$ cat src/hdl/mst_pkg.sv
package mst_pkg;

  localparam int SlotsDefault = 16;
  localparam int CfgW = 5;
  localparam logic [CfgW-1:0] SlotCountReset = 5'd16;
  localparam int OpcodeW = 3;
  localparam int ValueW = 32;
  localparam int OutSlotW = 4;
  localparam int ActionW = 2;

  typedef enum logic [OpcodeW-1:0] {
    OP_SLOT  = 3'd0,
    OP_POS_X = 3'd1,
    OP_POS_Y = 3'd2,
    OP_TRACK = 3'd3,
    OP_SYNC  = 3'd4
  } opcode_e;

  typedef enum logic [ActionW-1:0] {
    ACT_DOWN = 2'd0,
    ACT_MOVE = 2'd1,
    ACT_UP   = 2'd2
  } action_e;

  typedef enum logic [1:0] {
    ST_IDLE,
    ST_SCAN,
    ST_LOAD
  } state_e;

  typedef struct packed {
    logic ev_apply;
    logic scan_start;
    logic scan_next;
    logic scan_load;
  } cmd_t;

  typedef struct packed {
    logic in_sync;
    logic pend_any;
    logic hit;
    logic last;
    logic out_free;
  } status_t;

endpackage

$ cat src/hdl/mst_if.sv
interface mst_evt_if;
  logic                              valid;
  logic                              ready;
  logic [mst_pkg::OpcodeW-1:0]       opcode;
  logic signed [mst_pkg::ValueW-1:0] event_value;

  modport source (output valid, output opcode, output event_value, input ready);
  modport sink (input valid, input opcode, input event_value, output ready);
endinterface

interface mst_rpt_if;
  logic                              valid;
  logic                              ready;
  logic [mst_pkg::OutSlotW-1:0]      slot;
  logic signed [mst_pkg::ValueW-1:0] pos_x;
  logic signed [mst_pkg::ValueW-1:0] pos_y;
  logic [mst_pkg::ActionW-1:0]       action;
  logic                              last;

  modport source (output valid, output slot, output pos_x, output pos_y, output action,
                  output last, input ready);
  modport sink (input valid, input slot, input pos_x, input pos_y, input action,
                input last, output ready);
endinterface

$ cat src/hdl/mst_ram.sv
module mst_ram #(
  parameter int Width = 32,
  parameter int Depth = 16,
  parameter int AddrW = (Depth > 1) ? $clog2(Depth) : 1
) (
  input  logic             clk_i,
  input  logic             we_i,
  input  logic [AddrW-1:0] waddr_i,
  input  logic [Width-1:0] wdata_i,
  input  logic [AddrW-1:0] raddr_i,
  output logic [Width-1:0] rdata_o
);

  logic [Width-1:0] mem [Depth];
  logic [Width-1:0] rdata_q;

  always_ff @(posedge clk_i) begin
    if (we_i) begin
      mem[waddr_i] <= wdata_i;
    end
    rdata_q <= mem[raddr_i];
  end

  assign rdata_o = rdata_q;

endmodule

$ cat src/hdl/mst_ctrl.sv
module mst_ctrl (
  input  logic              clk_i,
  input  logic              rst_ni,
  input  logic              in_valid_i,
  output logic              in_ready_o,
  input  mst_pkg::status_t  status_i,
  output mst_pkg::cmd_t     cmd_o
);

  mst_pkg::state_e state_q, state_d;

  always_ff @(posedge clk_i or negedge rst_ni) begin
    if (!rst_ni) begin
      state_q <= mst_pkg::ST_IDLE;
    end else begin
      state_q <= state_d;
    end
  end

  always_comb begin
    state_d = state_q;
    in_ready_o = 1'b0;
    cmd_o = '0;
    case (state_q)
      mst_pkg::ST_IDLE: begin
        in_ready_o = 1'b1;
        if (in_valid_i) begin
          if (status_i.in_sync) begin
            cmd_o.scan_start = 1'b1;
            state_d = mst_pkg::ST_SCAN;
          end else begin
            cmd_o.ev_apply = 1'b1;
          end
        end
      end
      mst_pkg::ST_SCAN: begin
        if (!status_i.pend_any) begin
          state_d = mst_pkg::ST_IDLE;
        end else if (status_i.hit) begin
          state_d = mst_pkg::ST_LOAD;
        end else begin
          cmd_o.scan_next = 1'b1;
        end
      end
      mst_pkg::ST_LOAD: begin
        if (status_i.out_free) begin
          cmd_o.scan_load = 1'b1;
          state_d = status_i.last ? mst_pkg::ST_IDLE : mst_pkg::ST_SCAN;
        end
      end
      default: begin
        state_d = mst_pkg::ST_IDLE;
      end
    endcase
  end

endmodule

$ cat src/hdl/mst_dp.sv
module mst_dp #(
  parameter int Slots = mst_pkg::SlotsDefault
) (
  input  logic                              clk_i,
  input  logic                              rst_ni,
  input  logic                              cfg_we_i,
  input  logic [mst_pkg::CfgW-1:0]          cfg_wdata_i,
  input  logic [mst_pkg::OpcodeW-1:0]       opcode_i,
  input  logic signed [mst_pkg::ValueW-1:0] event_value_i,
  input  mst_pkg::cmd_t                     cmd_i,
  output mst_pkg::status_t                  status_o,
  output logic                              out_valid_o,
  input  logic                              out_ready_i,
  output logic [mst_pkg::OutSlotW-1:0]      out_slot_o,
  output logic signed [mst_pkg::ValueW-1:0] out_pos_x_o,
  output logic signed [mst_pkg::ValueW-1:0] out_pos_y_o,
  output logic [mst_pkg::ActionW-1:0]       out_action_o,
  output logic                              out_last_o
);

  localparam int SlotW = (Slots > 1) ? $clog2(Slots) : 1;
  localparam int VW = mst_pkg::ValueW;
  localparam int AW = mst_pkg::ActionW;

  logic [mst_pkg::CfgW-1:0] slot_count_q;
  logic [SlotW-1:0]         cur_slot_q, cur_slot_d;
  logic                     cur_valid_q, cur_valid_d;
  logic [Slots-1:0]         present_q, present_d;
  logic [Slots-1:0]         dirty_q, dirty_d;
  logic [Slots-1:0][AW-1:0] action_q, action_d;
  logic [SlotW-1:0]         idx_q, idx_d;

  logic                     out_valid_q, out_valid_d;
  logic [mst_pkg::OutSlotW-1:0] out_slot_q;
  logic [VW-1:0]            out_x_q, out_y_q;
  logic [AW-1:0]            out_action_q;
  logic                     out_last_q;

  logic [VW-1:0]            raw;
  logic                     neg;
  logic [31:0]              eff_cnt;
  logic [31:0]              sel_slot;
  logic                     created;
  logic                     x_we, y_we;
  logic [VW-1:0]            x_wdata, y_wdata;
  logic [VW-1:0]            x_rdata, y_rdata;
  logic [Slots-1:0]         pend;
  logic [Slots-1:0]         idx_onehot;
  logic [SlotW+mst_pkg::OutSlotW-1:0] idx_ext;
  logic                     out_free;

  assign raw = event_value_i;
  assign neg = raw[VW-1];

  always_comb begin
    if (slot_count_q == '0) begin
      eff_cnt = 32'd1;
    end else if (32'(slot_count_q) > 32'(Slots)) begin
      eff_cnt = 32'(Slots);
    end else begin
      eff_cnt = 32'(slot_count_q);
    end
    sel_slot = (raw >= eff_cnt) ? eff_cnt - 32'd1 : raw;
  end

  assign pend       = present_q & dirty_q;
  assign idx_onehot = Slots'(1) << idx_q;
  assign idx_ext    = (SlotW + mst_pkg::OutSlotW)'(idx_q);
  assign created    = !present_q[cur_slot_q];
  assign out_free   = !out_valid_q || out_ready_i;

  assign status_o.in_sync  = (opcode_i == mst_pkg::OP_SYNC);
  assign status_o.pend_any = |pend;
  assign status_o.hit      = pend[idx_q];
  assign status_o.last     = ((pend & ~idx_onehot) == '0);
  assign status_o.out_free = out_free;

  always_comb begin
    cur_slot_d  = cur_slot_q;
    cur_valid_d = cur_valid_q;
    present_d   = present_q;
    dirty_d     = dirty_q;
    action_d    = action_q;
    idx_d       = idx_q;
    x_we        = 1'b0;
    y_we        = 1'b0;
    x_wdata     = '0;
    y_wdata     = '0;
    out_valid_d = out_valid_q && !out_ready_i;

    if (cmd_i.ev_apply) begin
      case (opcode_i)
        mst_pkg::OP_SLOT: begin
          if (neg) begin
            cur_valid_d = 1'b0;
          end else begin
            cur_valid_d = 1'b1;
            cur_slot_d  = sel_slot[SlotW-1:0];
          end
        end
        mst_pkg::OP_POS_X, mst_pkg::OP_POS_Y: begin
          if (cur_valid_q) begin
            present_d[cur_slot_q] = 1'b1;
            dirty_d[cur_slot_q]   = 1'b1;
            if (created || !dirty_q[cur_slot_q] ||
                !(action_q[cur_slot_q] == mst_pkg::ACT_DOWN ||
                  action_q[cur_slot_q] == mst_pkg::ACT_UP)) begin
              action_d[cur_slot_q] = mst_pkg::ACT_MOVE;
            end
            if (opcode_i == mst_pkg::OP_POS_X) begin
              x_we    = 1'b1;
              x_wdata = raw;
              y_we    = created;
            end else begin
              y_we    = 1'b1;
              y_wdata = raw;
              x_we    = created;
            end
          end
        end
        mst_pkg::OP_TRACK: begin
          if (cur_valid_q) begin
            present_d[cur_slot_q] = 1'b1;
            dirty_d[cur_slot_q]   = 1'b1;
            action_d[cur_slot_q]  = neg ? mst_pkg::ACT_UP : mst_pkg::ACT_DOWN;
            x_we = created;
            y_we = created;
          end
        end
        default: begin
        end
      endcase
    end

    if (cmd_i.scan_start) begin
      idx_d = '0;
    end
    if (cmd_i.scan_next) begin
      idx_d = idx_q + 1'b1;
    end
    if (cmd_i.scan_load) begin
      idx_d = idx_q + 1'b1;
      dirty_d[idx_q] = 1'b0;
      if (action_q[idx_q] == mst_pkg::ACT_UP) begin
        present_d[idx_q] = 1'b0;
      end
      out_valid_d = 1'b1;
    end
  end

  always_ff @(posedge clk_i or negedge rst_ni) begin
    if (!rst_ni) begin
      slot_count_q <= mst_pkg::SlotCountReset;
      cur_slot_q   <= '0;
      cur_valid_q  <= 1'b1;
      present_q    <= '0;
      dirty_q      <= '0;
      action_q     <= '0;
      idx_q        <= '0;
      out_valid_q  <= 1'b0;
    end else begin
      if (cfg_we_i) begin
        slot_count_q <= cfg_wdata_i;
      end
      cur_slot_q  <= cur_slot_d;
      cur_valid_q <= cur_valid_d;
      present_q   <= present_d;
      dirty_q     <= dirty_d;
      action_q    <= action_d;
      idx_q       <= idx_d;
      out_valid_q <= out_valid_d;
    end
  end

  always_ff @(posedge clk_i) begin
    if (cmd_i.scan_load) begin
      out_slot_q   <= idx_ext[mst_pkg::OutSlotW-1:0];
      out_x_q      <= x_rdata;
      out_y_q      <= y_rdata;
      out_action_q <= action_q[idx_q];
      out_last_q   <= status_o.last;
    end
  end

  mst_ram #(.Width(VW), .Depth(Slots), .AddrW(SlotW)) u_x_ram (
    .clk_i   (clk_i),
    .we_i    (x_we),
    .waddr_i (cur_slot_q),
    .wdata_i (x_wdata),
    .raddr_i (idx_q),
    .rdata_o (x_rdata)
  );

  mst_ram #(.Width(VW), .Depth(Slots), .AddrW(SlotW)) u_y_ram (
    .clk_i   (clk_i),
    .we_i    (y_we),
    .waddr_i (cur_slot_q),
    .wdata_i (y_wdata),
    .raddr_i (idx_q),
    .rdata_o (y_rdata)
  );

  assign out_valid_o  = out_valid_q;
  assign out_slot_o   = out_slot_q;
  assign out_pos_x_o  = out_x_q;
  assign out_pos_y_o  = out_y_q;
  assign out_action_o = out_action_q;
  assign out_last_o   = out_last_q;

endmodule

$ cat src/hdl/multitouch_slot_tracker.sv
// A slot select, position, tracking or ignored event is accepted in the idle state and is reported nowhere.
// A sync is accepted, then the scan steps through the slots up to the last pending one and loads
// each report into the output register, waiting in the load state while that register is full.
// The output register holds a finished report, so the next event is taken while it waits.
// Reset is asynchronous and active low; it clears all present and dirty marks, selects slot 0
// and sets the slot count to 16. Coordinate memories are not cleared.
module multitouch_slot_tracker #(
  parameter int SLOTS = mst_pkg::SlotsDefault
) (
  input  logic                     clk_i,
  input  logic                     rst_ni,
  input  logic                     cfg_we_i,
  input  logic [mst_pkg::CfgW-1:0] cfg_wdata_i,
  mst_evt_if.sink                  evt_i,
  mst_rpt_if.source                rpt_o
);

  mst_pkg::cmd_t    cmd;
  mst_pkg::status_t status;

  mst_ctrl u_ctrl (
    .clk_i      (clk_i),
    .rst_ni     (rst_ni),
    .in_valid_i (evt_i.valid),
    .in_ready_o (evt_i.ready),
    .status_i   (status),
    .cmd_o      (cmd)
  );

  mst_dp #(.Slots(SLOTS)) u_dp (
    .clk_i         (clk_i),
    .rst_ni        (rst_ni),
    .cfg_we_i      (cfg_we_i),
    .cfg_wdata_i   (cfg_wdata_i),
    .opcode_i      (evt_i.opcode),
    .event_value_i (evt_i.event_value),
    .cmd_i         (cmd),
    .status_o      (status),
    .out_valid_o   (rpt_o.valid),
    .out_ready_i   (rpt_o.ready),
    .out_slot_o    (rpt_o.slot),
    .out_pos_x_o   (rpt_o.pos_x),
    .out_pos_y_o   (rpt_o.pos_y),
    .out_action_o  (rpt_o.action),
    .out_last_o    (rpt_o.last)
  );

  a_load_when_free: assert property (@(posedge clk_i) disable iff (!rst_ni)
    cmd.scan_load |-> (!rpt_o.valid || rpt_o.ready))
    else $error("Report loaded while the output register was still full.");

  a_no_accept_in_scan: assert property (@(posedge clk_i) disable iff (!rst_ni)
    (cmd.scan_load || cmd.scan_next) |-> !evt_i.ready)
    else $error("Event accepted during a sync scan.");

  a_event_no_report: assert property (@(posedge clk_i) disable iff (!rst_ni)
    (evt_i.valid && evt_i.ready && evt_i.opcode != mst_pkg::OP_SYNC) |=> !cmd.scan_load)
    else $error("Report started without a sync.");

  a_load_then_valid: assert property (@(posedge clk_i) disable iff (!rst_ni)
    cmd.scan_load |=> rpt_o.valid)
    else $error("Loaded report not presented.");

endmodule

$ cat src/flat_wrapper.sv
// flat-port wrapper written by rule: the top's interface ports become plain ports
module multitouch_slot_tracker_flat 
#(
  parameter int SLOTS = mst_pkg::SlotsDefault
)
  (clk_i, rst_ni, cfg_we_i, cfg_wdata_i, evt_i_valid, evt_i_opcode, evt_i_event_value, evt_i_ready, rpt_o_valid, rpt_o_slot, rpt_o_pos_x, rpt_o_pos_y, rpt_o_action, rpt_o_last, rpt_o_ready);
  mst_evt_if evt_i_i ();
  mst_rpt_if rpt_o_i ();
  input  logic clk_i;
  input  logic rst_ni;
  input  logic cfg_we_i;
  input  logic [mst_pkg::CfgW-1:0] cfg_wdata_i;
  input wire logic [$bits(evt_i_i.valid)-1:0] evt_i_valid;
  input wire logic [$bits(evt_i_i.opcode)-1:0] evt_i_opcode;
  input wire logic [$bits(evt_i_i.event_value)-1:0] evt_i_event_value;
  output wire logic [$bits(evt_i_i.ready)-1:0] evt_i_ready;
  output wire logic [$bits(rpt_o_i.valid)-1:0] rpt_o_valid;
  output wire logic [$bits(rpt_o_i.slot)-1:0] rpt_o_slot;
  output wire logic [$bits(rpt_o_i.pos_x)-1:0] rpt_o_pos_x;
  output wire logic [$bits(rpt_o_i.pos_y)-1:0] rpt_o_pos_y;
  output wire logic [$bits(rpt_o_i.action)-1:0] rpt_o_action;
  output wire logic [$bits(rpt_o_i.last)-1:0] rpt_o_last;
  input wire logic [$bits(rpt_o_i.ready)-1:0] rpt_o_ready;
  assign evt_i_i.valid = evt_i_valid;
  assign evt_i_i.opcode = evt_i_opcode;
  assign evt_i_i.event_value = evt_i_event_value;
  assign evt_i_ready = evt_i_i.ready;
  assign rpt_o_valid = rpt_o_i.valid;
  assign rpt_o_slot = rpt_o_i.slot;
  assign rpt_o_pos_x = rpt_o_i.pos_x;
  assign rpt_o_pos_y = rpt_o_i.pos_y;
  assign rpt_o_action = rpt_o_i.action;
  assign rpt_o_last = rpt_o_i.last;
  assign rpt_o_i.ready = rpt_o_ready;
  multitouch_slot_tracker #(.SLOTS(SLOTS)) u_core (.clk_i(clk_i), .rst_ni(rst_ni), .cfg_we_i(cfg_we_i), .cfg_wdata_i(cfg_wdata_i), .evt_i(evt_i_i), .rpt_o(rpt_o_i));
endmodule
$ cat config.mk
export PLATFORM = sky130hd
export DESIGN_NAME = multitouch_slot_tracker_flat
export DESIGN_NICKNAME = d
export VERILOG_FILES = /design/src/hdl/mst_pkg.sv /design/src/hdl/mst_if.sv /design/src/hdl/mst_ram.sv /design/src/hdl/mst_ctrl.sv /design/src/hdl/mst_dp.sv /design/src/hdl/multitouch_slot_tracker.sv /design/src/flat_wrapper.sv
export SDC_FILE = /design/constraint.sdc
export NUM_CORES = 1
export LEC_CHECK = 0
export BUFFER_PORTS_ARGS = -buffer_cell sky130_fd_sc_hd__buf_4
export CAP_MARGIN = 30
export CORE_UTILIZATION = 54
export CTS_BUF_LIST = sky130_fd_sc_hd__clkbuf_8 sky130_fd_sc_hd__clkbuf_16
export DETAILED_ROUTE_END_ITERATION = 10
export PLACE_DENSITY = 0.81
export SYNTH_ARGS = -nofsm -noshare
export SYNTH_HDL_FRONTEND = slang
export SYNTH_SLANG_ARGS = --single-unit
$ cat constraint.sdc
create_clock -name clk_i -period 7 [get_ports clk_i]
set_input_delay 0.35 -clock clk_i [delete_from_list [all_inputs] [get_ports clk_i]]
set_output_delay 0.35 -clock clk_i [all_outputs]
set_load 0.02 [all_outputs]
Word-level counts from Yosys, hierarchy flattened
Memory sizes are Yosys's and may differ from the RTL's. A register that Yosys moved wholly into a read port is not among the register bits. Index checks and enable logic that the tools add are counted.

Memory bits (writable): 1024. Bits in registers: 152. Memories: 2. Word-level logic and storage cells: 170. Output and inout bits: 73. Input bits: 45.

Memory list: u_core.u_dp.u_x_ram.mem (depth 16, bits a word 32, rd ports 1, clocked after memory_dff 1, wr ports 1, line mst_ram.sv:14) `logic [Width-1:0] mem [Depth];`; u_core.u_dp.u_y_ram.mem (depth 16, bits a word 32, rd ports 1, clocked after memory_dff 1, wr ports 1, line mst_ram.sv:14).

Add/subtract/negate cells: 2. Bitwise operators: 12. Shift operators: 1. $lt $le $gt $ge: 6. Reduce and logical (&&, ||, !) cells: 26. Multiplexer cells: 77. Equality and inequality tests: 15.

Operators with widths (count): 32-bit 2-to-1 mux (11); 16-bit 2-to-1 mux (9); 16-bit AND (5); 32-bit case mux with 2 select lines (1); 16-bit NOT (3); 16-bit OR (3); 32-bit bitwise mux (1); 32-bit by 5-bit >= comparator with 1-bit output (1); 1-bit 2-to-1 mux (27); 2-bit 2-to-1 mux (11); 2-bit binary-select mux with 4-bit select (2); 16-bit zero test (1); 4-bit 2-to-1 mux (4); 16-bit OR reduction (1); 1-bit by 4-bit left shift with 16-bit output (first input constant) (1); 1-bit binary-select mux with 4-bit select (3); 4-bit by 5-bit < comparator with 1-bit output (second input constant) (2); 5-bit 2-to-1 mux (2); 2-bit inequality test (second input constant) (5); 1-bit demux with 4-bit select (2); 2-bit demux with 4-bit select (1); 4-bit by 1-bit >= comparator with 1-bit output (second input constant) (2); 2-bit == test (second input constant) (3); 3-bit by 2-bit == test with 1-bit output (second input constant) (2); other kinds (25) (36).

Depth between registers and ports, before layout
Depth in word-level cells: 11. Mapped depth: 10. Gate-level depth less buffers: 10.

Hierarchy
From an unflattened synthesis, not the netlist that was laid out.

Cell total of the unflattened synthesis: 2258. Area total of the unflattened synthesis: 47121.4 µm².

Modules (own cells, without submodules): mst_ram (seq. area each 16015.4 µm², area each 19835.3 µm², instances 2, cells an instance 838); mst_dp (seq. area each 4111.4 µm², area each 7324.5 µm², instances 1, cells an instance 570); mst_ctrl (seq. area each 50.0 µm², area each 126.4 µm², instances 1, cells an instance 12).

Worst setup path before layout
No wires, ideal clock.

Path type: reg2reg. Start point: register u_core.u_dp.out_valid_q, in the netlist u_core.u_dp.out_valid_o. End point: register u_core.u_dp.present_q[10]. Library setup time: 128 ps. Clock period less this slack: 5092 ps. Cell stages (with the launch flop): 5. Data arrival time: 4965 ps. Buffers on the path: 0. Data required time: 6872 ps. Path slack: 1908 ps. Cell sequence: dfrtp_1 nor2b_1 nor2_1 nand2_1 o32a_1.

RTL lines: start: declaration (line mst_dp.sv:33) `logic out_valid_q, out_valid_d;`; start signal: assignment (line mst_dp.sv:171) `out_valid_q <= out_valid_d;`; end signal: assignment (line mst_dp.sv:167) `present_q <= present_d;`; end: declaration (line mst_dp.sv:28) `logic [Slots-1:0] present_q, present_d;`.

Worst setup path after layout
Start point: register u_core.u_ctrl.state_q[1]. End point: memory u_core.u_dp.u_y_ram.mem[1][8], enable pin.

Longest elaborated chain between the ends: 5.

Ends and longest elaborated chain: start: declaration (line mst_ctrl.sv:10) `mst_pkg::state_e state_q, state_d;`; start signal: assignment (line mst_ctrl.sv:14) `state_q <= mst_pkg::ST_IDLE;`; start signal: assignment (line mst_ctrl.sv:16) `state_q <= state_d;`; 2-bit zero test (line mst_ctrl.sv:24) `case (state_q)`; 2-bit 2-to-1 mux (line mst_ctrl.sv:24); 1-bit 2-to-1 mux (line mst_dp.sv:91) `if (cmd_i.ev_apply) begin`; 1-bit 2-to-1 mux (line mst_ram.sv:18) `if (we_i) begin`; 1-bit 2-to-1 mux (implied by the code) (line mst_ram.sv:19) `mem[waddr_i] <= wdata_i;`; end: declaration (line mst_ram.sv:14).

No other way between the ends.

==> flow_summary_export.csv <==
group,metric,value,unit
sta,tightest_slew,1.037,ns
place,place.gp.congestion,0.8932,
clock_network,clockRootBuffer,"clkbuf_16",
logic_synthesis,synth_most_common_cell,"edfxtp_1",
layout,fillers,5392,
sta,hold_viol_final,0,
sta,fin_crit_sh,53.73,%
worst_setup_path,cp-start-kind,"flop",
detailed_routing,vias,23530,
clock_network,cts_resized,0,
place,io_buffers,117,
logic_synthesis,synthFlopType,"edfxtp_1",
sta,setup_viol,0,
layout,fin_cells,3566,
detailed_routing,drtPass1Iterations,5,
layout,multiInputGateArea,10510,µm²
detailed_routing,wirelength,115600,µm
die,die_h,296.7,µm
logic_synthesis,syn-mean-instance-area,22.03,µm²
worst_setup_path,reg2reg_depth,9,
sta,fin_crit,3.761,ns
logic_synthesis,synth_top_cell_area_share,70.09,%
outcome,status,"finished clean",
logic_synthesis,synth_cells,2129,
place,dp_hpwl,64360,µm
worst_setup_path,timing.rr.end,"u_core.u_dp.u_y_ram.mem[1][8]",
worst_setup_path,cp_max_fo,34,
worst_setup_path,timing.rr.start,"u_core.u_ctrl.state_q[1]",
layout,seq_area,36210,µm²
logic_synthesis,ys_ff_latch,1240,
clock_network,cts_buffer_depth,3,
worst_setup_path,critical_path_class,"flop to flop",
detailed_routing,avgViaCountPerCell,6.598,
clock_network,clkTransAtPathRegs,0.06,ns
flow_run,max-cap-violations,0,
detailed_routing,final_antenna_net_count,0,
logic_synthesis,synth-seq-area-share,77.15,%
die,io_pins,118,
worst_setup_path,worst_setup_path_end_kind,"flop",
worst_setup_path,r2r_slack,3.24,ns
power,p_per_area,342.8,nW/µm²
die,coreArea,85550,µm²
power,ir_drop,264.3,µV
place,post-place-cells,3338,
layout,post-route-util,62.79,%
global_routing,grt_pass1_wl,168400,µm
sta,slew_viol_final,0,
die,die-area,88060,µm²
logic_synthesis,synth_edf_count,1095,
detailed_routing,remaining_drc_errors,0,
clock_network,ctsHoldBuffers,9,
clock_network,cts_sinks,1240,
layout,syn2layout_area_growth,14.51,%
sta,timing.fmax,0.2659,GHz
logic_synthesis,synth_common_cells,"1095 x edfxtp_1, 338 x mux4_2, 79 x dfrtp_1",
sta,tns,0,ns
clock_network,h-tree-depth,3,
global_routing,antenna_found_initial,12,
layout,drive_gt1_share,30.40,%
logic_synthesis,synth.distinct_cells,57,
layout,finalNetCount,2376,
die,initial_utilization,54.84,%
logic_synthesis,yosys.area.top_type,"edfxtp_1",
clock_network,cts_tree,"done",
layout,stdcell_area,53720,µm²
global_routing,grt_pass1_vias,24540,
logic_synthesis,yosysWarnings,0,
detailed_routing,drt_iter0_markers,3133,
place,placed_cell_area,49850,µm²
power,p_total,18.41,mW
logic_synthesis,synthTopCellsByArea,"edfxtp_1 70%, mux4_2 16%, dfrtp_1 4.2%",
logic_synthesis,syn-cell-area,46910,µm²
worst_setup_path,worstPathArrival,4.11,ns
sta,relSlewSlack,30.86,%
logic_synthesis,synth_nets,2186,
sta,rsz0062_at_grt,"false",
global_routing,grt_usage,26.35,%
logic_synthesis,synthArstFlopShare,6.532,%
clock_network,cts_setup_buffers,0,
sta,clock_skew,0.05090,ns
die,rows,107,
clock_network,clock_latency,0.69,ns
hold_path,hp-class,"input port to async pin",
detailed_routing,wire_per_inst,32.42,µm
die,die_w,296.7,µm
worst_setup_path,required,7.35,ns
clock_network,cts_buffers,113,
global_routing,grt_max_degree,137,
power,total_leakage_power,16.31,nW
global_routing,grt-ovfl-total,0,
==> critical path: stages (launching register included) <==
cell	delay, ns
dfrtp_1	0.42
nor4b_1	0.65
and2_1	0.32
and3_1	0.36
nor2_2	0.07
buf_4	0.25
a21o_1	0.19
buf_4	0.27
nor2_4	0.60
buf_16	0.25
==> through the flow <==
stage | setup slack, ns | hold WS [ns]
2_1_floorplan | 1.908 | 0.05441
3_3_place_gp | 3.042 | 0.3881
3_5_place_dp | 3.264 | 0.3906
4_1_cts | 3.242 | 0.05168
5_1_grt | 3.035 | 0.02414
6_report | 3.239 | 0.03126
==> cell families (layout without fill, tap and decap cells) <==
group / after synthesis / in the layout / share of synthesized area (%)
AO/OA/AOI/OAI: 147 / 147 / 2.227
XOR/XNOR: 3 / 3 / 0.05602
adder cells (fa/ha/maj): 12 / 12 / 0.3200
buffers and inverters: 116 / 405 / 0.9921
flip-flops: 1240 / 1240 / 77.15
multiplexers: 348 / 348 / 16.45
other: 0 / 4 / 0
AND/OR/NAND/NOR: 263 / 263 / 2.806
==> where the power goes <==
group	total [mW]	switching [mW]	internal (mW)
Sequential	8.94	0.444	8.50
Clock	6.18	2.74	3.44
Combinational	3.29	1.68	1.61
Total	18.4	4.86	13.6
==> sequential cells by signal, indices dropped and copies added (netlist names), 5 cells and up <==
name and flops:
u_core.u_dp.u_x_ram.mem 512, u_core.u_dp.slot_count_q 5, u_core.u_dp.out_pos_y_o 32, u_core.u_dp.action_q 32, u_core.u_dp.u_y_ram.rdata_o 32, u_core.u_dp.present_q 16
u_core.u_dp.dirty_q 16, u_core.u_dp.u_y_ram.mem 512, u_core.u_dp.out_pos_x_o 32, u_core.u_dp.u_x_ram.rdata_o 32
==> worst max-delay path by stage <==
stage                              from                             end  slack, ns
3_5_place_dp            evt_i_opcode[2]  u_core.u_dp.u_x_ram.mem[6][13]       3.26
4_1_cts        u_core.u_ctrl.state_q[1]   u_core.u_dp.u_y_ram.mem[1][1]       3.24
2_1_floorplan   u_core.u_dp.out_valid_o       u_core.u_dp.present_q[10]       1.91
5_1_grt        u_core.u_ctrl.state_q[1]   u_core.u_dp.u_x_ram.mem[6][0]       3.03
3_3_place_gp            evt_i_opcode[2]  u_core.u_dp.u_y_ram.mem[4][22]       3.04
6_report       u_core.u_ctrl.state_q[1]   u_core.u_dp.u_y_ram.mem[1][8]       3.24
==> cell usage in the layout, fill, tap and decap left out, drive strengths merged, types with 3 or more instances in the layout <==
master / Yosys / layout
ha: 12 / 12
buf: 39 / 173
diode: 0 / 4
o22a: 16 / 16
o21ai: 44 / 44
nor4: 8 / 8
dfxtp: 64 / 64
clkinvlp: 0 / 4
a21oi: 12 / 12
mux4: 338 / 338
nand3: 19 / 19
nor3: 5 / 5
nand2b: 8 / 8
and3: 6 / 6
mux2i: 6 / 6
dlygate4sd3: 0 / 9
o32a: 16 / 16
o221ai: 3 / 3
inv: 9 / 33
edfxtp: 1095 / 1095
bufinv: 0 / 12
and2: 67 / 67
nor2b: 14 / 14
nand2: 59 / 59
nand4: 5 / 5
nor2: 64 / 64
a21o: 4 / 4
mux2: 4 / 4
clkinv: 0 / 57
dfrtp: 79 / 79
clkbuf: 68 / 117
o31ai: 20 / 20
a22oi: 4 / 4
a31oi: 9 / 9
==> layout make-up <==
class	count	share of cell area, %
sequential	1240	67.40
clock buffer	117	5.366
inverter	9	0.06289
multi-input combinational	773	19.57
tap	1144	2.665
timing repair buffer	182	3.331
clock inverter	97	1.589
antenna	4	0.01863
==> metal layers <==
metal  wire length (µm)  share of wire (%)  global-route usage (%)
met2              58800                 51                   44.04
met1              40840                 35                   33.30
met5                 86              0.074                       0
met3              11020                9.5                   6.261
met4               4880                4.2                   10.87
(Power assumes the default switching activity.)
